===== src/rtl/ptab_pkg.sv =====
// ----------------------------------------------------------------------------
// ptab_pkg: shared types and constants of the process key table
// table size, operation and status codes, scan result bundle, output helpers
// ----------------------------------------------------------------------------
package ptab_pkg;

  localparam int unsigned ENTRIES = 16;
  localparam int unsigned IDX_W   = (ENTRIES > 1) ? $clog2(ENTRIES) : 1;
  localparam int unsigned CNT_W   = $clog2(ENTRIES + 1);

  localparam logic [IDX_W-1:0] LAST_IDX = IDX_W'(ENTRIES - 1);

  localparam logic [15:0] ROOT_LIMIT_RST = 16'd520;

  // operation codes
  localparam logic [1:0] OP_ADD    = 2'd0;
  localparam logic [1:0] OP_REMOVE = 2'd1;
  localparam logic [1:0] OP_LOOKUP = 2'd2;
  localparam logic [1:0] OP_CLEAR  = 2'd3;

  typedef enum logic [3:0] {
    STAT_ADDED     = 4'd0,
    STAT_UPDATED   = 4'd1,
    STAT_REMOVED   = 4'd2,
    STAT_HIT       = 4'd3,
    STAT_MISS      = 4'd4,
    STAT_ZERO_KEY  = 4'd5,
    STAT_EMPTY     = 4'd6,
    STAT_ROOT_LONG = 4'd7,
    STAT_FULL      = 4'd8
  } status_e;

  // outcome of one scan over the table
  typedef struct packed {
    logic             done;
    logic             hit;
    logic [IDX_W-1:0] hit_idx;
    logic             free_ok;
    logic [IDX_W-1:0] free_idx;
  } scan_res_t;

  // low four bits of a slot index
  function automatic logic [3:0] slot_bits(input logic [IDX_W-1:0] idx);
    logic [31:0] w;
    w = 32'(idx);
    return w[3:0];
  endfunction

  // entry count saturated to five bits
  function automatic logic [4:0] count_bits(input logic [CNT_W-1:0] cnt);
    logic [31:0] w;
    w = 32'(cnt);
    if (w > 32'd31) begin
      return 5'd31;
    end
    return w[4:0];
  endfunction

endpackage


===== src/rtl/ptab_scan.sv =====
// ----------------------------------------------------------------------------
// ptab_scan: slot scanner of the process key table
// walks the slots one per cycle with a single key comparator, records the
// lowest free slot scanned before any match and the lowest matching valid slot
// ----------------------------------------------------------------------------
module ptab_scan (
  input  logic                         clk_i,
  input  logic                         rst_ni,
  input  logic                         start_i,
  input  logic [31:0]                  key_i,
  input  logic [31:0]                  entry_key_i,
  input  logic                         entry_valid_i,
  output logic [ptab_pkg::IDX_W-1:0]   idx_o,
  output ptab_pkg::scan_res_t          res_o
);

  typedef enum logic {
    SC_IDLE,
    SC_RUN
  } scan_state_e;

  scan_state_e                 state_q;
  logic [ptab_pkg::IDX_W-1:0]  idx_q;
  ptab_pkg::scan_res_t         res_q;
  logic                        match;

  // the one shared comparator
  assign match = entry_valid_i && (entry_key_i == key_i);

  always_ff @(posedge clk_i or negedge rst_ni) begin
    if (!rst_ni) begin
      state_q <= SC_IDLE;
      idx_q   <= '0;
      res_q   <= '0;
    end else begin
      case (state_q)
        SC_IDLE: begin
          res_q.done <= 1'b0;
          if (start_i) begin
            idx_q         <= '0;
            res_q.hit     <= 1'b0;
            res_q.free_ok <= 1'b0;
            state_q       <= SC_RUN;
          end
        end
        SC_RUN: begin
          if (!entry_valid_i && !res_q.free_ok) begin
            res_q.free_ok  <= 1'b1;
            res_q.free_idx <= idx_q;
          end
          if (match) begin
            res_q.hit     <= 1'b1;
            res_q.hit_idx <= idx_q;
            res_q.done    <= 1'b1;
            state_q       <= SC_IDLE;
          end else if (idx_q == ptab_pkg::LAST_IDX) begin
            res_q.done <= 1'b1;
            state_q    <= SC_IDLE;
          end else begin
            idx_q <= idx_q + 1'b1;
          end
        end
        default: begin
          state_q <= SC_IDLE;
        end
      endcase
    end
  end

  assign idx_o = idx_q;
  assign res_o = res_q;

endmodule


===== src/rtl/process_key_table.sv =====
// ----------------------------------------------------------------------------
// process_key_table: small keyed table of process entries
// add/update, remove, lookup and clear on a table of slots keyed by a
// process id, each slot holding a flags word and a root length
// ----------------------------------------------------------------------------
//
//  channel  | direction | handshake              | payload
//  ---------+-----------+------------------------+-------------------------------
//  request  | in        | in_valid_i/in_stall_o   | op, key, flags_in, root_len_in
//  result   | out       | out_valid_o/out_stall_i | status, success, flags_out,
//           |           |                         | root_len_out, slot, entry_total
//  config   | in        | cfg_we_i (no wait)      | cfg_data_i -> root_limit
//
// - a request takes an accept step, then a scan of up to ENTRIES slots, a
//   step to hand the scan result over and a finish step; the scan stops at
//   the first hit
// - clear and rejected requests skip the scan and go from accept to finish
// - the rate is set by the slot scanner, which compares one slot per cycle
// - the result register parts the two sides: a new transaction is taken while
//   a finished result still waits; the finish cycle waits for a free result
//   register, so a stalled output holds the table unchanged
// - reset clears the valid bits and the count at once; root_limit resets to 520
//
module process_key_table (
  input  logic        clk_i,
  input  logic        rst_ni,
  // configuration
  input  logic        cfg_we_i,
  input  logic [15:0] cfg_data_i,
  // request channel
  input  logic        in_valid_i,
  output logic        in_stall_o,
  input  logic [1:0]  op_i,
  input  logic [31:0] key_i,
  input  logic [31:0] flags_in_i,
  input  logic [15:0] root_len_in_i,
  // result channel
  output logic        out_valid_o,
  input  logic        out_stall_i,
  output logic [3:0]  status_o,
  output logic        success_o,
  output logic [31:0] flags_out_o,
  output logic [15:0] root_len_out_o,
  output logic [3:0]  slot_o,
  output logic [4:0]  entry_total_o
);

  localparam int unsigned N  = ptab_pkg::ENTRIES;
  localparam int unsigned IW = ptab_pkg::IDX_W;
  localparam int unsigned CW = ptab_pkg::CNT_W;

  typedef enum logic [1:0] {
    S_IDLE,
    S_SCAN,
    S_FIN
  } state_e;

  state_e state_q;

  // configuration register
  logic [15:0] root_limit_q;

  // table storage: valid bits and count are control, the rest is payload
  logic [N-1:0]  valid_q;
  logic [CW-1:0] count_q;
  logic [31:0]   entry_key_q   [N];
  logic [31:0]   entry_flags_q [N];
  logic [15:0]   entry_rlen_q  [N];

  // captured request
  logic [1:0]  op_q;
  logic [31:0] key_q;
  logic [31:0] flags_q;
  logic [15:0] rlen_q;

  // result register
  logic        out_valid_q;
  logic [3:0]  status_q;
  logic        success_q;
  logic [31:0] flags_out_q;
  logic [15:0] rlen_out_q;
  logic [3:0]  slot_q;
  logic [4:0]  count_out_q;

  // scanner
  logic                scan_start;
  logic [IW-1:0]       scan_idx;
  ptab_pkg::scan_res_t scan_res;

  // request accept and the early decision on whether a scan is needed
  logic in_accept;
  logic need_scan;
  logic fire;

  // finish-cycle decisions
  ptab_pkg::status_e fin_status;
  logic [IW-1:0]     fin_idx;
  logic              fin_touch;
  logic              wr_data;
  logic              wr_new;
  logic              clr_one;
  logic              clr_all;
  logic [31:0]       fin_flags;
  logic [15:0]       fin_rlen;

  assign in_stall_o = (state_q != S_IDLE);
  assign in_accept  = in_valid_i && !in_stall_o;

  // zero key, empty root and long root are settled without a scan
  assign need_scan = (op_i != ptab_pkg::OP_CLEAR) && (key_i != 32'd0) &&
                     ((op_i != ptab_pkg::OP_ADD) ||
                      ((root_len_in_i != 16'd0) && (root_len_in_i <= root_limit_q)));

  assign scan_start = in_accept && need_scan;

  ptab_scan u_scan (
    .clk_i         (clk_i),
    .rst_ni        (rst_ni),
    .start_i       (scan_start),
    .key_i         (key_q),
    .entry_key_i   (entry_key_q[scan_idx]),
    .entry_valid_i (valid_q[scan_idx]),
    .idx_o         (scan_idx),
    .res_o         (scan_res)
  );

  // result is loaded when the result register is free or being emptied
  assign fire = (state_q == S_FIN) && (!out_valid_q || !out_stall_i);

  always_comb begin
    fin_status = ptab_pkg::STAT_MISS;
    fin_idx    = '0;
    fin_touch  = 1'b0;
    wr_data    = 1'b0;
    wr_new     = 1'b0;
    clr_one    = 1'b0;
    clr_all    = 1'b0;
    fin_flags  = 32'd0;
    fin_rlen   = 16'd0;
    if (op_q == ptab_pkg::OP_CLEAR) begin
      clr_all    = 1'b1;
      fin_status = ptab_pkg::STAT_REMOVED;
    end else if (key_q == 32'd0) begin
      fin_status = ptab_pkg::STAT_ZERO_KEY;
    end else begin
      case (op_q)
        ptab_pkg::OP_ADD: begin
          if (rlen_q == 16'd0) begin
            fin_status = ptab_pkg::STAT_EMPTY;
          end else if (rlen_q > root_limit_q) begin
            fin_status = ptab_pkg::STAT_ROOT_LONG;
          end else if (scan_res.hit) begin
            // existing entry: new flags and root length
            fin_status = ptab_pkg::STAT_UPDATED;
            fin_idx    = scan_res.hit_idx;
            fin_touch  = 1'b1;
            wr_data    = 1'b1;
          end else if (scan_res.free_ok) begin
            // lowest free slot takes the new entry
            fin_status = ptab_pkg::STAT_ADDED;
            fin_idx    = scan_res.free_idx;
            fin_touch  = 1'b1;
            wr_data    = 1'b1;
            wr_new     = 1'b1;
          end else begin
            fin_status = ptab_pkg::STAT_FULL;
          end
        end
        ptab_pkg::OP_REMOVE: begin
          if (scan_res.hit) begin
            fin_status = ptab_pkg::STAT_REMOVED;
            fin_idx    = scan_res.hit_idx;
            fin_touch  = 1'b1;
            clr_one    = 1'b1;
          end
        end
        default: begin
          // lookup
          if (scan_res.hit) begin
            fin_status = ptab_pkg::STAT_HIT;
            fin_idx    = scan_res.hit_idx;
            fin_touch  = 1'b1;
            fin_flags  = entry_flags_q[scan_res.hit_idx];
            fin_rlen   = entry_rlen_q[scan_res.hit_idx];
          end
        end
      endcase
    end
  end

  // table payload writes, only on the finish cycle
  always_ff @(posedge clk_i) begin
    if (fire && wr_data) begin
      entry_flags_q[fin_idx] <= flags_q;
      entry_rlen_q[fin_idx]  <= rlen_q;
    end
    if (fire && wr_new) begin
      entry_key_q[fin_idx] <= key_q;
    end
  end

  // request capture
  always_ff @(posedge clk_i) begin
    if (in_accept) begin
      op_q    <= op_i;
      key_q   <= key_i;
      flags_q <= flags_in_i;
      rlen_q  <= root_len_in_i;
    end
  end

  // result payload
  always_ff @(posedge clk_i) begin
    if (fire) begin
      status_q    <= fin_status;
      success_q   <= (fin_status <= ptab_pkg::STAT_HIT);
      flags_out_q <= fin_flags;
      rlen_out_q  <= fin_rlen;
      slot_q      <= fin_touch ? ptab_pkg::slot_bits(fin_idx) : 4'd0;
      if (clr_all) begin
        count_out_q <= 5'd0;
      end else if (wr_new) begin
        count_out_q <= ptab_pkg::count_bits(count_q + 1'b1);
      end else if (clr_one && (count_q != '0)) begin
        count_out_q <= ptab_pkg::count_bits(count_q - 1'b1);
      end else begin
        count_out_q <= ptab_pkg::count_bits(count_q);
      end
    end
  end

  // sequencer, valid bits, count, config and result valid
  always_ff @(posedge clk_i or negedge rst_ni) begin
    if (!rst_ni) begin
      state_q      <= S_IDLE;
      root_limit_q <= ptab_pkg::ROOT_LIMIT_RST;
      valid_q      <= '0;
      count_q      <= '0;
      out_valid_q  <= 1'b0;
    end else begin
      if (cfg_we_i) begin
        root_limit_q <= cfg_data_i;
      end
      if (out_valid_q && !out_stall_i) begin
        out_valid_q <= 1'b0;
      end
      case (state_q)
        S_IDLE: begin
          if (in_accept) begin
            state_q <= need_scan ? S_SCAN : S_FIN;
          end
        end
        S_SCAN: begin
          if (scan_res.done) begin
            state_q <= S_FIN;
          end
        end
        S_FIN: begin
          if (fire) begin
            out_valid_q <= 1'b1;
            state_q     <= S_IDLE;
            if (clr_all) begin
              valid_q <= '0;
              count_q <= '0;
            end else if (wr_new) begin
              valid_q[fin_idx] <= 1'b1;
              count_q          <= count_q + 1'b1;
            end else if (clr_one) begin
              valid_q[fin_idx] <= 1'b0;
              if (count_q != '0) begin
                count_q <= count_q - 1'b1;
              end
            end
          end
        end
        default: begin
          state_q <= S_IDLE;
        end
      endcase
    end
  end

  assign out_valid_o    = out_valid_q;
  assign status_o       = status_q;
  assign success_o      = success_q;
  assign flags_out_o    = flags_out_q;
  assign root_len_out_o = rlen_out_q;
  assign slot_o         = slot_q;
  assign entry_total_o  = count_out_q;

  // count tracks the valid bits
  a_count_matches: assert property (@(posedge clk_i) disable iff (!rst_ni)
    32'(count_q) == $countones(valid_q))
    else $error("entry count differs from number of valid slots");

  // scanner finishes only while the sequencer waits for it
  a_scan_done_in_scan: assert property (@(posedge clk_i) disable iff (!rst_ni)
    scan_res.done |-> (state_q == S_SCAN))
    else $error("scan completed outside of scan state");

  // a new entry always lands in a free slot
  a_add_free_slot: assert property (@(posedge clk_i) disable iff (!rst_ni)
    (fire && wr_new) |-> !valid_q[fin_idx])
    else $error("add wrote into an occupied slot");

  // a result appears only out of the finish step
  a_result_from_fin: assert property (@(posedge clk_i) disable iff (!rst_ni)
    $rose(out_valid_q) |-> $past(state_q == S_FIN))
    else $error("result valid raised outside finish step");

  // remove and lookup hits report the scanned slot
  a_hit_is_valid: assert property (@(posedge clk_i) disable iff (!rst_ni)
    (fire && (clr_one || (fin_status == ptab_pkg::STAT_HIT))) |-> valid_q[fin_idx])
    else $error("hit reported on an invalid slot");

endmodule

===== config.mk =====
export PLATFORM = sky130hd
export DESIGN_NAME = process_key_table
export DESIGN_NICKNAME = d
export VERILOG_FILES = /design/src/rtl/ptab_pkg.sv /design/src/rtl/ptab_scan.sv /design/src/rtl/process_key_table.sv
export SDC_FILE = /design/constraint.sdc
export NUM_CORES = 1
export LEC_CHECK = 0
export ABC_AREA = 0
export ABC_CLOCK_PERIOD_IN_PS = 8300
export CAP_MARGIN = 15
export CORE_ASPECT_RATIO = 0.8
export CORE_MARGIN = 2
export CORE_UTILIZATION = 25
export DETAILED_ROUTE_END_ITERATION = 7
export DONT_BUFFER_PORTS = 1
export SYNTH_ARGS = -nofsm -noshare
export SYNTH_HDL_FRONTEND = slang
export SYNTH_SLANG_ARGS = --single-unit

===== constraint.sdc =====
create_clock -name clk_i -period 8.3 [get_ports clk_i]
set_input_delay 1.66 -clock clk_i [delete_from_list [all_inputs] [get_ports clk_i]]
set_output_delay 1.66 -clock clk_i [all_outputs]
set_load 0.1 [all_outputs]

==> results.tsv, run 1 <==
stage	metric	value	unit
global_routing	gr-total-overflow	0	
synth	yosysSeqAreaShare	76.7	%
route	routed_wl	144000	µm
synth	avgSynthCellArea	21.2	µm²
synth	syn-num-nets	2851	
route	drc	0	
timing	setup_viol	0	
synth	synth_cell_types	64	
global_routing	grt_pass1_vias	27900	
cells_and_area	layout.nets	2925	
clock_network	numCtsBuffers	148	
die	core_area	0.229	mm²
cells_and_area	areaGrowthSynthToFinish	15.4	%
placement	io_buffers	0	
route	drtIter0Drc	2831	
power	p_leak	19.9	nW
route	wl_met1	60500	µm
synth	synthTopCellsByCount	edfxtp_1, mux4_2, a211oi_1, mux2i_1, clkbuf_1	
synth	yosys.area_share.simple	2.61	%
synth	synth_top_family_by_area	multiplexers	
clock_network	cts_tree	built	
timing	slew_headroom	19.9	%
route	drtPass1Iterations	7	
synth	yosysTopAreaCellShare	74.3	%
cells_and_area	nFillCells	22100	
timing	slew_viol_final	0	
timing	min_period_over_period	65.8	%
timing	timing.hold.ws	0.474	ns
synth	synth_seq_cells	1480	
die	die_x	540	µm
die	io_pins	167	
run	drv_cap	0	
route	ant_nets	0	
critical_path	worstSetupEndpointType	flop	
route	dr_wl_met3	8750	µm
power	p_per_area	281	mW/mm²
critical_path	critical_path_arrival	5.88	ns
route	wl_met2	70000	µm
synth	synthMuxAreaShare	14.6	%
route	vias	27700	
hold_path	hold_path.class	reg2reg	
critical_path	critPathKind	reg2reg	
die	start_util	25.1	%
synth	synthArstFlopShare	3.78	%
die	die-height	433	µm
die	die_area	0.234	mm²
cells_and_area	drive_gt1_share	22.6	%
critical_path	worstPathRequired	8.72	ns
clock_network	htree_levels	4	
synth	synth_edf_count	1424	
power	ir_worst_vdd	205	µV
synth	synth_adder_area_share	0.761	%
clock_network	cts_setup_buffers	0	
global_routing	grt.total_usage	12.2	%
critical_path	start_kind	flop	
synth	synth_cells	2713	
global_routing	antenna_found_initial	30	
timing	finalClockSkew	0.0317	ns
clock_network	path_clk_slew	0.07	ns
synth	yosys_warnings	0	
global_routing	grt_first_pass_wirelength	206000	µm
synth	yosys-top-cells-area	edfxtp_1, mux4_2, dfrtp_1	
route	post_drt_wl_per_cell	24.3	µm
placement	gp_congestion	0.801	
synth	yosys.area.top_type	edfxtp_1	
synth	synth_area	0.0576	mm²
clock_network	hold_buffers	0	
clock_network	cts-resized-gates	0	
clock_network	clk_path_buf_depth	3	
timing	fmax	183	MHz
timing	setup_tns	0	ns
clock_network	clockRootBuffer	clkbuf_16	
synth	synth_xor_area_share	0.502	%
global_routing	grt_max_degree	140	
clock_network	clk_latency	0.79	ns
route	viasPerCell	4.65	
status	status	finished clean	
route	maxUsedRoutingLayer	met5	
synth	synth_compound_area_share	3.47	%
synth	synth-main-ff-cell	edfxtp_1	
die	fp-row-count	157	
timing	fin_crit	5.46	ns
timing	rsz0062_at_grt	no	
timing	finalHoldViolCount	0	
synth	yosysMostFrequentCell	edfxtp_1	
timing	tightest_slew	1.20	ns
critical_path	cp_max_fo	27	
placement	hpwl	79700	µm
clock_network	cts_sinks	1480	
-- cells by family after synthesis --
kind of cell             after synthesis
buffers and inverters                169
AND/OR/NAND/NOR                      284
AO/OA/AOI/OAI                        285
multiplexers                         427
adder cells (fa/ha/maj)               35
XOR/XNOR                              33
flip-flops                          1480
-- cells in the final DEF (no fill, tap or decap), types with 34 or more instances in the layout --
master	netlist	layout
o21ai_0	49	49
edfxtp_1	1424	1424
ha_1	35	35
dfrtp_1	54	47
a211oi_1	104	104
clkbuf_16	0	151
nor2b_1	55	55
nand2_1	49	49
mux2i_1	88	88
mux4_2	322	322
inv_1	35	34
buf_4	5	55
-- per-stage QoR --
stage               power, mW  setup slack (ns)  util [%]  area [µm²]  std cells
detailed placement       12.1              2.95      26.9       61500       5658
floorplan                11.3              1.94         -       57600       2713
finish                   18.7              2.84      29.0       66400       5947
global route             19.3              2.67      29.0       66400       5947
global placement         12.0              3.06      26.9       61500       5658
CTS                      18.8              2.94      29.0       66400       5925
-- area by class of cell --
cell class | count | area [µm²] | share of cell area, %
multi-input cells | 1064 | 12900 | 19.4
inverters | 35 | 134 | 0.202
repair buffers | 58 | 473 | 0.712
well taps | 3021 | 3780 | 5.69
clock inverters | 90 | 1030 | 1.56
flip-flops and latches | 1480 | 44200 | 66.5
diodes | 22 | 55.1 | 0.0829
clock buffers | 177 | 3880 | 5.83
-- routing by layer --
metal	vias to the layer above	track usage [%]
met5	-	0
met4	10	4.89
met3	226	2.53
met2	886	19.9
met1	15000	15.7
li1	11600	-
-- power by group --
group | internal, mW | switching (mW)
Sequential | 8.73 | 0.951
Combinational | 1.00 | 1.23
Clock | 3.87 | 2.89
-- final timing paths --
check                            from  depth (start not counted)  slack (ns)                   end
hold / removal             valid_q[8]                          1        0.47            valid_q[8]
min in group asynchronous      rst_ni                          0        0.58           out_valid_o
hold reg to reg            valid_q[8]                          1        0.47            valid_q[8]
max in group asynchronous      rst_ni                          0        7.46       root_limit_q[3]
setup / recovery            key_q[17]                          8        2.84  entry_flags_q[0][15]
setup reg to reg            key_q[17]                          8        2.84  entry_flags_q[0][15]
-- worst max-delay path, stage by stage, from the launching register on --
cell      delay [ns]
edfxtp_1        0.65
nor4_1          0.55
nand4_1         0.30
nor2_1          0.88
nor3_1          0.36
a21boi_0        0.47
nand4b_1        0.37
nor2_4          0.85
buf_4           0.61
-- flip-flops by register name, summed over array words and instances, names as in the netlist --
name and cells:
valid_q 16, flags_q 32, entry_flags_q 512, entry_total_o 5, root_len_out_o 16, u_scan.idx_o 4, flags_out_o 32, root_limit_q 16
count_q 5, op_q 2, u_scan.res_o 11, slot_o 4, state_q 2, rlen_q 16, entry_key_q 512, key_q 32
out_valid_o 1, entry_rlen_q 256, u_scan.state_q 1, status_o 4, success_o 1
No activity file was read; power rests on OpenSTA's default activity.
==> inputs of run 2 (changes only) <==
--- a/config.mk
+++ b/config.mk
@@ -6,7 +6,7 @@
 export NUM_CORES = 1
 export LEC_CHECK = 0
 export ABC_AREA = 0
-export ABC_CLOCK_PERIOD_IN_PS = 8300
+export ABC_CLOCK_PERIOD_IN_PS = 5690
 export CAP_MARGIN = 15
 export CORE_ASPECT_RATIO = 0.8
 export CORE_MARGIN = 2
==> constraint.sdc (replaced) <==
create_clock -name clk_i -period 5.69 [get_ports clk_i]
set_input_delay 1.138 -clock clk_i [delete_from_list [all_inputs] [get_ports clk_i]]
set_output_delay 1.138 -clock clk_i [all_outputs]
set_load 0.1 [all_outputs]
==> run 2 against run 1 <==
Critical path depth increased by 1. Hold slack lost 0.40 ns. Register-to-register slack got worse by 2.0 ns. Design area up 0.41%. Global-route usage about the same. Count of clock-buffer cells in the layout decreased by 4. Sequential power grew 45%. Die area is the same. Power increased by 44%. Clock power up 38%. Critical path type unchanged. Largest power group unchanged. Highest routed layer unchanged.
==> results.tsv, run 2 (synthesis gave the netlist of run 1 again) <==
stage	metric	value	unit
status	status	finished clean	
power	switching_share	27.5	%
cells_and_area	finalNonFillerCells	5968	
placement	gp_congestion	0.816	
critical_path	r2r_slack	0.87	ns
cells_and_area	final_common_cell	edfxtp_1	
clock_network	numCtsBuffers	145	
timing	slew_viol_final	0	
route	dr_wl_met3	9070	µm
global_routing	grt.total_usage	12.1	%
die	io_pins	167	
power	p_clk_share	34.7	%
timing	fin_crit	4.82	ns
clock_network	clk_path_buf_depth	3	
timing	slew_headroom	21.3	%
global_routing	grt_first_pass_wirelength	205000	µm
clock_network	path_clk_slew	0.06	ns
critical_path	cp_max_fo	18	
critical_path	start_kind	flop	
critical_path	rr_worst_depth	9	
die	core_area	0.229	mm²
die	start_util	25.1	%
global_routing	antenna_found_initial	22	
timing	finalHoldViolCount	0	
route	maxUsedRoutingLayer	met5	
clock_network	cts_tree	built	
route	post_drt_wl_per_cell	24.1	µm
critical_path	critPathKind	reg2reg	
placement	placedCellCount	5682	
cells_and_area	most-common-layout-cells	edfxtp_1, mux4_2, clkbuf_16	
timing	finalClockSkew	0.0265	ns
route	drtIter0Drc	2864	
clock_network	clockRootBuffer	clkbuf_16	
route	drtPass1Iterations	6	
cells_and_area	fin_area	0.0667	mm²
cells_and_area	top_regs	entry_flags_q x512, entry_key_q x512, entry_rlen_q x256	
hold_path	hold_path.class	in2async	
clock_network	clk_latency	0.79	ns
timing	fmax	207	MHz
critical_path	worstSetupEndpointType	flop	
power	pwr-share-seq	52.4	%
cells_and_area	layout.nets	2948	
route	vias	27500	
placement	place_area	0.0621	mm²
global_routing	grt_max_degree	122	
die	die_area	0.234	mm²
route	drc	0	
cells_and_area	areaGrowthSynthToFinish	15.9	%
critical_path	worstPathRequired	6.17	ns
clock_network	cts_sinks	1480	
global_routing	grt_pass1_vias	27700	
timing	setup_viol	0	
critical_path	critical_path_arrival	5.30	ns
route	wl_met1	58800	µm
route	wl_met2	70400	µm
die	fp-row-count	157	
clock_network	htree_levels	4	
timing	rsz0062_at_grt	no	
power	ir_worst_vdd	296	µV
power	p_leak	20.0	nW
timing	min_period_over_period	84.7	%
run	drv_cap	0	
clock_network	cts_setup_buffers	0	
route	routed_wl	144000	µm
placement	io_buffers	0	
timing	tightest_slew	1.18	ns
power	p_per_area	402	mW/mm²
die	die-height	433	µm
power	power.switching	7.37	mW
placement	hpwl	81100	µm
clock_network	cts-resized-gates	0	
route	viasPerCell	4.61	
cells_and_area	nFillCells	22100	
power	power_frac_comb	12.9	%
critical_path	r2r-start	rlen_q[11]	
route	ant_nets	0	
die	die_x	540	µm
critical_path	reg2reg_to	entry_key_q[1][1]	
cells_and_area	drive_gt1_share	23.0	%
global_routing	gr-total-overflow	0	
power	p_int	19.4	mW
==> run 2: cell count changes in the layout (fill, tap and decap cells not counted), moves of 3 or more <==
| cell | previous run | this run |
|---|---|---|
| clkinv_8 | 7 | 4 |
| clkinv_2 | 21 | 26 |
| clkinv_1 | 28 | 32 |
| bufinv_16 | 16 | 8 |
| buf_12 | 3 | 36 |
| inv_6 | 2 | 6 |
| clkbuf_16 | 151 | 146 |
| buf_4 | 55 | 45 |
| inv_16 | 3 | 6 |
==> run 2: metrics by stage <==
step | power (mW) | worst slack, ns | TNS (ns) | hold WS [ns] | util [%]
CTS | 27.0 | 0.963 | 0 | 0.00132 | 29.1
finish | 26.8 | 0.868 | 0 | 0.0726 | 29.1
detailed placement | 17.7 | 0.990 | 0 | 0.467 | 27.1
global route | 27.7 | 0.604 | 0 | 0.0185 | 29.1
global placement | 17.7 | 1.02 | 0 | 0.458 | 27.1
floorplan | 16.4 | -0.673 | -64.58 | 0.445 | -
==> run 2: repair_timing <==
action | in CTS | in global routing
hold buffers | 2 | 0
endpoints found under the setup margin | 0 | 0
endpoints found under the hold margin | 4 | 0
==> run 2: power by group through the flow <==
stage | Sequential [mW] | Clock [mW] | Combinational (mW)
2_1_floorplan | 13.9 | 0 | 2.58
3_3_place_gp | 14.2 | 0 | 3.44
3_5_place_dp | 14.3 | 0 | 3.46
4_1_cts | 14.1 | 9.52 | 3.48
5_1_grt | 14.1 | 9.90 | 3.70
6_report | 14.0 | 9.31 | 3.45
==> run 2: cell type report <==
| type | instances | area [µm²] | share of cell area, % |
|---|---|---|---|
| inverter | 35 | 134 | 0.201 |
| antenna | 20 | 50.0 | 0.0750 |
| multi-input combinational | 1064 | 12900 | 19.3 |
| tap | 3021 | 3780 | 5.67 |
| sequential | 1480 | 44200 | 66.2 |
| clock buffer | 173 | 3750 | 5.63 |
| clock inverter | 91 | 821 | 1.23 |
| timing repair buffer | 84 | 1080 | 1.62 |
==> run 2: how the worst max path moves through the flow <==
stage | start | to | slack [ns] | cells past startpoint
finish | rlen_q[11] | entry_key_q[1][1] | 0.87 | 9
global route | key_q[0] | entry_flags_q[12][28] | 0.60 | 9
CTS | u_scan.idx_o[0] | u_scan.res_o[5] | 0.96 | 9
global placement | u_scan.idx_o[0] | u_scan.res_o[6] | 1.02 | 9
detailed placement | u_scan.idx_o[0] | u_scan.res_o[5] | 0.99 | 9
floorplan | rlen_q[15] | entry_flags_q[2][0] | -0.67 | 8
==> run 2: critical path: stages (launching register included) <==
cell	delay, ns
edfxtp_1	0.66
ha_1	0.43
nand4_1	0.15
or3_1	0.45
o211a_1	0.26
a21oi_1	0.66
o31ai_1	0.33
or4b_2	0.82
nor2_4	0.47
buf_4	0.27
==> run 2: metal layers <==
metal	global-route usage, %	up-vias
met1	15.3	14800
li1	-	11600
met2	19.5	838
met3	2.80	221
met4	5.84	12
met5	0	-
